--- src/rtl/assert_macros.svh ---
// assertion macros shared by the encoder rtl
// clocked on clk, disabled while rst_n is low
`ifndef ASSERT_MACROS_SVH
`define ASSERT_MACROS_SVH

// property holds in the same cycle
`define B32_ASSERT(lbl, prop, msg) \
    lbl: assert property (@(posedge clk) disable iff (!rst_n) (prop)) else $error(msg);

// antecedent implies consequent on the next cycle
`define B32_ASSERT_NEXT(lbl, ante, cons, msg) \
    lbl: assert property (@(posedge clk) disable iff (!rst_n) (ante) |=> (cons)) else $error(msg);

`endif

--- src/rtl/b32enc_pkg.sv ---
`timescale 1ns / 1ps
// ----------------------------------------------------------------------------
// b32enc_pkg
// Types, constants and the symbol lookup of the base32 stream encoder.
// ----------------------------------------------------------------------------
package b32enc_pkg;

    localparam int BYTE_W  = 8;
    localparam int GROUP_W = 5;
    localparam int ACC_W   = 12;
    localparam int CNT_W   = 4;
    localparam int SYM_W   = 8;
    localparam int LETTERS = 26;

    localparam logic [GROUP_W-1:0] GROUP_MASK = 5'h1F;
    localparam logic [SYM_W-1:0]   CHAR_A     = 8'h61;
    localparam logic [SYM_W-1:0]   CHAR_2     = 8'h32;

    typedef struct packed {
        logic [BYTE_W-1:0] data_byte;
        logic              end_of_message;
    } in_beat_t;

    typedef struct packed {
        logic [SYM_W-1:0] symbol;
        logic             last_symbol;
    } out_beat_t;

    typedef struct packed {
        logic               avail;
        logic               last;
        logic               frees;
        logic [GROUP_W-1:0] group;
    } acc_status_t;

    // a-z for 0..25, 2-7 for 26..31
    function automatic logic [SYM_W-1:0] b32_char(input logic [GROUP_W-1:0] grp);
        logic [GROUP_W-1:0] g;
        logic [SYM_W-1:0]   ch;
        g = grp & GROUP_MASK;
        if (g < GROUP_W'(LETTERS))
        begin
            ch = CHAR_A + SYM_W'(g);
        end
        else
        begin
            ch = CHAR_2 + SYM_W'(g - GROUP_W'(LETTERS));
        end
        return ch;
    endfunction

endpackage

--- src/rtl/b32enc_acc.sv ---
`timescale 1ns / 1ps
// ----------------------------------------------------------------------------
// b32enc_acc
// Bit accumulator: left-aligned shift register that takes a byte behind the
// pending bits and shifts out one 5-bit group per emitted character.
// ----------------------------------------------------------------------------
`include "assert_macros.svh"

module b32enc_acc
(
    input  logic                   clk,
    input  logic                   rst_n,
    input  logic                   load,
    input  b32enc_pkg::in_beat_t   data,
    input  logic                   emit,
    output b32enc_pkg::acc_status_t status
);

    logic [b32enc_pkg::ACC_W-1:0] acc_reg;
    logic [b32enc_pkg::ACC_W-1:0] acc_next;
    logic [b32enc_pkg::CNT_W-1:0] cnt_reg;
    logic [b32enc_pkg::CNT_W-1:0] cnt_next;
    logic                         last_reg;
    logic                         last_next;

    logic [b32enc_pkg::ACC_W-1:0] base_acc;
    logic [b32enc_pkg::CNT_W-1:0] base_cnt;
    logic                         base_last;
    logic [b32enc_pkg::ACC_W-1:0] byte_aligned;

    localparam logic [b32enc_pkg::CNT_W-1:0] GRP_CNT = b32enc_pkg::CNT_W'(b32enc_pkg::GROUP_W);
    localparam logic [b32enc_pkg::CNT_W-1:0] BYTE_CNT = b32enc_pkg::CNT_W'(b32enc_pkg::BYTE_W);
    localparam logic [b32enc_pkg::CNT_W-1:0] TWO_GRP =
        b32enc_pkg::CNT_W'(2 * b32enc_pkg::GROUP_W);
    localparam logic [b32enc_pkg::CNT_W-1:0] FULL_CNT = b32enc_pkg::CNT_W'(b32enc_pkg::ACC_W);

    always_comb
    begin
        status.group = acc_reg[b32enc_pkg::ACC_W-1 -: b32enc_pkg::GROUP_W];
        status.avail = (cnt_reg >= GRP_CNT) || (last_reg && (cnt_reg != '0));
        status.last  = last_reg && (cnt_reg <= GRP_CNT);
        status.frees = last_reg ? (cnt_reg <= GRP_CNT) : (cnt_reg < TWO_GRP);
    end

    assign byte_aligned = {data.data_byte, {(b32enc_pkg::ACC_W - b32enc_pkg::BYTE_W){1'b0}}};

    always_comb
    begin
        base_acc  = acc_reg;
        base_cnt  = cnt_reg;
        base_last = last_reg;
        if (emit)
        begin
            if (status.last)
            begin
                base_acc  = '0;
                base_cnt  = '0;
                base_last = 1'b0;
            end
            else
            begin
                base_acc = acc_reg << b32enc_pkg::GROUP_W;
                base_cnt = cnt_reg - GRP_CNT;
            end
        end
        acc_next  = base_acc;
        cnt_next  = base_cnt;
        last_next = base_last;
        if (load)
        begin
            acc_next  = base_acc | (byte_aligned >> base_cnt[2:0]);
            cnt_next  = base_cnt + BYTE_CNT;
            last_next = data.end_of_message;
        end
    end

    always_ff @(posedge clk or negedge rst_n)
    begin
        if (!rst_n)
        begin
            acc_reg  <= '0;
            cnt_reg  <= '0;
            last_reg <= 1'b0;
        end
        else
        begin
            acc_reg  <= acc_next;
            cnt_reg  <= cnt_next;
            last_reg <= last_next;
        end
    end

    `B32_ASSERT(a_cnt_range, cnt_reg <= FULL_CNT, "bit count out of range")
    `B32_ASSERT_NEXT(a_load_cnt, load, cnt_reg >= BYTE_CNT, "byte load left too few bits")
    `B32_ASSERT_NEXT(a_flush_clear, emit && status.last && !load,
        (cnt_reg == '0) && !last_reg, "accumulator not cleared after last symbol")
    `B32_ASSERT(a_last_pending, !(last_reg && (cnt_reg == '0)), "end mark with no bits left")

endmodule

--- src/rtl/b32enc_out.sv ---
`timescale 1ns / 1ps
// ----------------------------------------------------------------------------
// b32enc_out
// Output register: maps a group to its character and holds the beat until
// the receiver takes it.
// ----------------------------------------------------------------------------
module b32enc_out
(
    input  logic                    clk,
    input  logic                    rst_n,
    input  b32enc_pkg::acc_status_t status,
    output logic                    emit,
    output logic                    sym_valid,
    input  logic                    sym_stall,
    output b32enc_pkg::out_beat_t   sym_beat
);

    logic                  valid_reg;
    logic                  valid_next;
    b32enc_pkg::out_beat_t beat_reg;
    b32enc_pkg::out_beat_t beat_next;
    logic                  take;

    assign take = !valid_reg || !sym_stall;
    assign emit = status.avail && take;

    always_comb
    begin
        valid_next = valid_reg && sym_stall;
        beat_next  = beat_reg;
        if (emit)
        begin
            valid_next            = 1'b1;
            beat_next.symbol      = b32enc_pkg::b32_char(status.group);
            beat_next.last_symbol = status.last;
        end
    end

    always_ff @(posedge clk or negedge rst_n)
    begin
        if (!rst_n)
        begin
            valid_reg <= 1'b0;
        end
        else
        begin
            valid_reg <= valid_next;
        end
    end

    always_ff @(posedge clk)
    begin
        beat_reg <= beat_next;
    end

    assign sym_valid = valid_reg;
    assign sym_beat  = beat_reg;

endmodule

--- src/rtl/base32_stream_encoder.sv ---
`timescale 1ns / 1ps
// ----------------------------------------------------------------------------
// base32_stream_encoder
// Lower-case unpadded base32 encoder, one byte in, one character out a beat.
//
// byte channel: byte_valid / byte_stall / byte_beat carry a data byte and an
//   end-of-message flag; a beat is taken when valid is high and stall low.
// sym channel: sym_valid / sym_stall / sym_beat carry one ascii character
//   and a mark on the final character of the message.
// Each byte gives one or two characters, three when the end flag flushes
//   leftover bits; one character leaves the accumulator per cycle while the
//   receiver does not stall, and a byte yields about 1.6 characters on average.
// A byte can be taken in the cycle its predecessor's last character is emitted.
// A byte's first character passes the accumulator, then the output register.
// Reset clears the accumulator, the end mark and the output valid.
// While the receiver stalls, the output register holds its beat and the
//   accumulator stops, which stalls the byte channel once a character is pending.
// ----------------------------------------------------------------------------
module base32_stream_encoder
(
    input  logic                  clk,
    input  logic                  rst_n,
    input  logic                  byte_valid,
    output logic                  byte_stall,
    input  b32enc_pkg::in_beat_t  byte_beat,
    output logic                  sym_valid,
    input  logic                  sym_stall,
    output b32enc_pkg::out_beat_t sym_beat
);

    b32enc_pkg::acc_status_t status;
    logic                    emit;
    logic                    load;

    assign byte_stall = status.avail && !(emit && status.frees);
    assign load       = byte_valid && !byte_stall;

    b32enc_acc u_acc
    (
        .clk    (clk),
        .rst_n  (rst_n),
        .load   (load),
        .data   (byte_beat),
        .emit   (emit),
        .status (status)
    );

    b32enc_out u_out
    (
        .clk       (clk),
        .rst_n     (rst_n),
        .status    (status),
        .emit      (emit),
        .sym_valid (sym_valid),
        .sym_stall (sym_stall),
        .sym_beat  (sym_beat)
    );

endmodule

--- config.mk ---
export PLATFORM = sky130hd
export DESIGN_NAME = base32_stream_encoder
export DESIGN_NICKNAME = d
export VERILOG_FILES = /design/src/rtl/b32enc_pkg.sv /design/src/rtl/b32enc_acc.sv /design/src/rtl/b32enc_out.sv /design/src/rtl/base32_stream_encoder.sv
export VERILOG_INCLUDE_DIRS = /design/src /design/src/rtl
export SDC_FILE = /design/constraint.sdc
export NUM_CORES = 1
export LEC_CHECK = 0
export ABC_AREA = 1
export CAP_MARGIN = 10
export CORE_MARGIN = 5
export CORE_UTILIZATION = 45
export DETAILED_ROUTE_END_ITERATION = 10
export DONT_BUFFER_PORTS = 1
export PLACE_DENSITY_LB_ADDON = 0.15
export REMOVE_ABC_BUFFERS = 1
export SLEW_MARGIN = 20
export SYNTH_ARGS = -nofsm -noshare
export SYNTH_HDL_FRONTEND = slang
export SYNTH_SLANG_ARGS = --single-unit
--- constraint.sdc ---
create_clock -name clk -period 4.8 [get_ports clk]
set_input_delay 0 -clock clk [delete_from_list [all_inputs] [get_ports clk]]
set_output_delay 0 -clock clk [all_outputs]
set_load 0.02 [all_outputs]
==> results.md, run 1 <==
* Run status: completed
* Number of global-route vias before repair at between 1000 and 1500
* Io pins at 24
* Layout cells sized above 1 at about 15%
* CTS Root Cell: clkbuf_8
* Minimum clock period at about 2600 ps
* Average instance area after synthesis at around 8.5 um^2
* CTS tree: built
* Overall Global Routing Usage at ~16%
* Max cap viols at 0
* Num CTS Buffers at 3
* Leak at 0.000864 uW
* IO Port Bufs at 0
* CORE AREA at 3690 um^2
* Clk buf depth at 2
* Count of final setup violators at 0
* NumNets Final at about 230
* Post-route clock period utilization at roughly 54%
* DRT iter0 DRCs at 94
* Mapped Cells at 203
* H-tree lvl count at 1
* Worst-path clk slew at roughly 90 ps
* CP Max Fanout at 5
* Seq cells post-synth at 27
* Worst-Skew Late Latency at roughly 270 ps
* Fmax at a little under 0.4 GHz
* Maximum vdd drop at 343 uV
* Wirelength, routed at ~3.6 mm
* Power Density at between 700 and 800 nW/um^2
* Total number of vias at ~1400
* Tot Pwr at about 1400 uW
* Setup CP Type: register to register
* Initial core utilization at a little under half
* Worst hold-check path type: primary input to register
* Top cells by area, synth: dfrtp_1 26%, edfxtp_1 16%, nand3_1 13%, nand2_1 10%, ha_1 5.8%
* Final Skew at between 1 and 1.5 ps
* Synth cell types at 27
* Worst slew pin tran at ~820 ps
* Via density per instance at between 5 and 6
* Gpl congestion at 0.929
* Top-area cell type share of the netlist area at between 20% and 30%
* Area growth syn-to-layout at 8.23%
* Setup TNS at 0 ps
* Final hold vios at 0
* Max reg flops at 12
* 1st-pass router iterations at 4
* Drt drc at 0
* Crit. End Element: register
* Die Width at approximately 70 um
* Sequential fraction of the synthesis area at 41.6%
* Crit path DAT at 2810 ps
* Synth area leader: dfrtp_1
* Max transition margin at a little under half
* Avg WL per Cell at around 14 um
* Pin count of the biggest net entering global routing at 24
* Die H at 72.1 um
* First-pass GRT wire length at 6.58 mm
* Syn Std Cell Area at 1730 um^2
* RSZ-0062 raised after global routing: no
* Crit path required time at 5010 ps
* Hold_buf cts at 8
* CP startpoint kind: register
* Slew Viols, Final at 0
* Synth warnings at 0
* Rows at 22
* Ant diodes at 0
* Die area at between 5000 and 6000 um^2
* Antenna violations before repair at 0
* # Post-CTS Setup Buffers at 0
* Clock sink count at 27
* Grt ovf at 0
* Reg2Reg Setup Slack at ~2200 ps
* Post-DP HPWL at around 2.7 mm
* Cts repair resizes at 0
* Antenna Nets Post-Route at 0
## through the flow
| step | util (%) | cells | cell area (um^2) | worst slack (ps) | hold slack (ps) |
|---|---|---|---|---|---|
| 2_1_floorplan | - | 199 | 1690 | 2910 | -296 |
| 3_3_place_gp | 47.4 | 247 | 1750 | 2680 | -295 |
| 3_5_place_dp | 47.4 | 247 | 1750 | 2620 | -295 |
| 4_1_cts | 50.8 | 259 | 1880 | 2190 | 10.3 |
| 5_1_grt | 50.8 | 259 | 1880 | 1990 | 19.2 |
| 6_report | 50.8 | 259 | 1880 | 2200 | 25.7 |
## per-layer routing
layer	GRT usage, %	share of wire, %	vias to the layer above
li1	-	-	701
met1	20.2	48	653
met2	26.3	47	38
met3	2.77	5.2	2
met4	4.80	0.53	0
met5	0	0	-
## placed cells by master (no fill, tap or decap), drive strengths merged, types with 3 or more instances in the layout
cell	n
nand2	62
nand3	48
dfrtp	18
inv	17
edfxtp	9
o21ai	9
nor2	9
ha	8
dlygate4sd3	8
a22oi	7
xor2	4
clkbuf	3
## final cells by class
cell class	count	area (um^2)
Sequential cell	27	721
Fill cell	359	1810
Multi-Input combinational cell	154	896
Tap cell	48	60.1
Clock inverter	1	5.00
Clock buffer	3	41.3
Inverter	18	72.6
Timing Repair Buffer	8	80.1
## final timing paths
path                                        from          endpoint  cells after the start
worst min register to register  u_acc.acc_reg[0]  u_acc.acc_reg[0]                      2
worst max register to register  u_acc.cnt_reg[0]    u_acc.last_reg                     12
min in group asynchronous                  rst_n    u_acc.last_reg                      1
worst max-delay path            u_acc.cnt_reg[0]    u_acc.last_reg                     12
worst min-delay path                byte_beat[1]  u_acc.acc_reg[3]                      4
max in group asynchronous                  rst_n  u_acc.cnt_reg[0]                      1
## report_power, final
| group | internal [uW] | total [uW] | switching (uW) | leakage, uW |
|---|---|---|---|---|
| Clock | 58.1 | 129 | 70.6 | 0.0000255 |
| Combinational | 279 | 839 | 560 | 0.000530 |
| Sequential | 355 | 463 | 108 | 0.000308 |
## logic make-up (layout without fill, tap and decap cells)
kind of cell | after synthesis | after routing | synth area share, %
DFF | 27 | 27 | 41.6
AOI/OAI and AO/OA | 19 | 19 | 7.44
buffers and inverters | 22 | 30 | 6.71
and+or+nand+nor | 121 | 121 | 35.5
xor gates and xnor gates | 6 | 6 | 3.03
adders and majority gates | 8 | 8 | 5.78
## Yosys cell counts
cell	number
ha_1	8
o21ai_0	7
nor2_4	3
a22oi_1	7
buf_4	1
nand2_1	47
nand2_2	11
clkinv_4	1
buf_12	1
nor2_1	4
buf_6	1
nand2_4	4
dfrtp_1	18
inv_2	2
a31oi_1	1
edfxtp_1	9
buf_2	1
o21ai_2	1
inv_1	15
nand4_1	2
xor2_1	4
o21ai_4	1
xnor2_1	2
nand3_1	46
nand3_2	2
a21oi_1	2
nor2_2	2
## critical path, stage by stage (launching register included)
cell	delay [ps]
dfrtp_1	420
inv_1	150
ha_1	260
inv_1	60
nand3_1	100
nand2_2	100
nand2_1	80
nand2_1	60
nand2_2	90
nand3_1	60
dlygate4sd3_1	560
nand2_1	60
dlygate4sd3_1	540
No activity file was read; power rests on OpenSTA's default activity.
==> run 2, diff against run 1 <==
==> constraint.sdc (replaced) <==
create_clock -name clk -period 2.7 [get_ports clk]
set_input_delay 0 -clock clk [delete_from_list [all_inputs] [get_ports clk]]
set_output_delay 0 -clock clk [all_outputs]
set_load 0.02 [all_outputs]
==> results.md, run 2 (synthesized netlist as in run 1, its figures left out) <==
* Avg WL per Cell at around 14 um
* Worst slew pin tran at 817 ps
* Setup CP Type: register to register
* Hold Startpoint: byte_beat[1]
* Setup TNS at 0 ps
* Post-route clock period utilization at 92.5%
* Delay of the slowest critical-path stage at roughly 560 ps
* Worst path slowest cell: dlygate4sd3_1
* RR Endpoint: u_acc.last_reg
* Leak at about 0.00086 uW
* RSZ-0062 raised after global routing: no
* Count of final setup violators at 0
* NumNets Final at 233
* Overall Global Routing Usage at 15.5%
* Die Width at slightly above 70 um
* Crit path DAT at 2710 ps
* Wirelength, routed at 3.62 mm
* Max cap viols at 0
* Met3 WL post-DR at approximately 210 um
* Clk pwr share at about 9%
* Gpl congestion at 0.929
* CORE AREA at around 3700 um^2
* Antenna Nets Post-Route at 0
* # Post-CTS Setup Buffers at 0
* Fmax at 0.400 GHz
* Pint at 1250 uW
* H-tree lvl count at 1
* Crit. End Element: register
* CP Cell Sequence: inv_1 > ha_1 > inv_1 > nand3_1 > nand2_2 > nand2_1 > nand2_1 > nand2_2 > nand3_1 > dlygate4sd3_1 > nand2_1 > dlygate4sd3_1
* First-pass GRT wire length at between 6 and 7 mm
* Worst hold-check path type: primary input to register
* Antenna violations before repair at 0
* Minimum clock period at 2500 ps
* Worst-path clk slew at ~90 ps
* Sequential power share at 32.1%
* Post-Place Worst Slack at between 500 and 600 ps
* Pin count of the biggest net entering global routing at 24
* Final setup margin at between 200 and 250 ps
* Ant diodes at 0
* Hold EP: u_acc.acc_reg[3]
* DR WL met2 at ~1.7 mm
* Most used cell, CP: nand2_1
* Die H at just over 70 um
* IO Port Bufs at 0
* Crit path required time at 2910 ps
* Num CTS Buffers at 3
* Initial core utilization at a little under half
* CP startpoint kind: register
* Top layer reached by signal wires: met4
* Leading cell type in the layout, fill and taps excluded: nand2_1
* Slew Viols, Final at 0
* Number of global-route vias before repair at roughly 1500
* Total number of vias at roughly 1400
* R2r startpoint: u_acc.cnt_reg[1]
* Most frequent cells in the layout: 47 x nand2_1, 46 x nand3_1, 18 x dfrtp_1
* Final Skew at 1.26 ps
* WHS Path Cells at 4
* Multi-input gate area at 908 um^2
* Net switching fraction of the power at approximately half
* Max reg flops at 12
* Io pins at 24
* Layout cells sized above 1 at ~16%
* Number of fillers in the final layout at approximately 360
* CP Max Fanout at 5
* Final hold vios at 0
* Run status: completed
* Power Density at between 1000 and 1500 nW/um^2
* Worst Reg2Reg Path Length in Cells at 12
* Worst-Skew Late Latency at between 200 and 300 ps
* Drt drc at 0
* Reg area at 721 um^2
* Clock sink count at 27
* CTS Root Cell: clkbuf_8
* Die area at approximately 5200 um^2
* DRT iter0 DRCs at 99
* Rows at 22
* Maximum vdd drop at between 600 and 700 uV
* M1 WL at approximately 1.7 mm
* CTS tree: built
* Tot Pwr at around 2600 uW
* Via density per instance at ~5.5
* Reg2Reg Setup Slack at 200 ps
* Net switching power at ~1300 uW
* Comb power frac at slightly below 60%
* Grt ovf at 0
* Clk buf depth at 2
* Area growth syn-to-layout at 8.95%
* Max transition margin at a little under half
* 1st-pass router iterations at 4
* Post-DP HPWL at 2.73 mm
## run 2: power groups by stage
stage / logic, uW / registers [uW] / clock network, uW
6_report: 1520 / 825 / 229
5_1_grt: 1740 / 849 / 255
4_1_cts: 1500 / 827 / 236
3_5_place_dp: 1460 / 836 / 0
3_3_place_gp: 1430 / 833 / 0
2_1_floorplan: 1200 / 799 / 0
## run 2: layer usage
layer / GRT usage, % / vias to the layer above
met5: 0 / -
met3: 2.77 / 5
li1: - / 700
met1: 20.2 / 662
met4: 4.80 / 0
met2: 26.3 / 46
## run 2: worst max-delay path, delay by kind of cell (launching register included)
family	cells	cell delay, ps
DFF	1	410
buffers and inverters	4	1300
adders and majority gates	1	200
and+or+nand+nor	7	530
## run 2: worst max-delay path by stage
stage / from / to / slack [ps] / cells after the start
3_3_place_gp: u_acc.cnt_reg[0] / u_acc.acc_reg[4] / 580 / 10
2_1_floorplan: u_acc.cnt_reg[0] / u_acc.acc_reg[4] / 810 / 11
4_1_cts: u_acc.cnt_reg[0] / u_acc.last_reg / 90 / 12
6_report: u_acc.cnt_reg[1] / u_acc.last_reg / 200 / 12
5_1_grt: u_acc.cnt_reg[1] / u_acc.last_reg / 6 / 12
3_5_place_dp: u_acc.cnt_reg[0] / u_acc.acc_reg[4] / 520 / 10
## run 2: stage by stage
step	area (um^2)	cells	util, %	hold slack (ps)
after floorplan	1690	199	-	-296
after global placement	1750	247	47.4	-295
after detailed placement	1750	247	47.4	-295
after CTS	1880	259	50.8	10.3
after global routing	1890	259	51.2	19.2
final	1890	259	51.2	26.4
## run 2: final cells by class
cell class	instances	area share, %
clock inverter	1	0.265
sequential	27	38.2
tap	48	3.18
inverter	18	3.84
clock buffer	3	2.19
timing repair buffer	8	4.24
multi-input combinational	154	48.1
## run 2: what timing repair did
item                                   CTS  global route
endpoints found under the hold margin   23             0
setup endpoints to repair                0             1
resized for setup                        0             3
hold buffers                             8             0
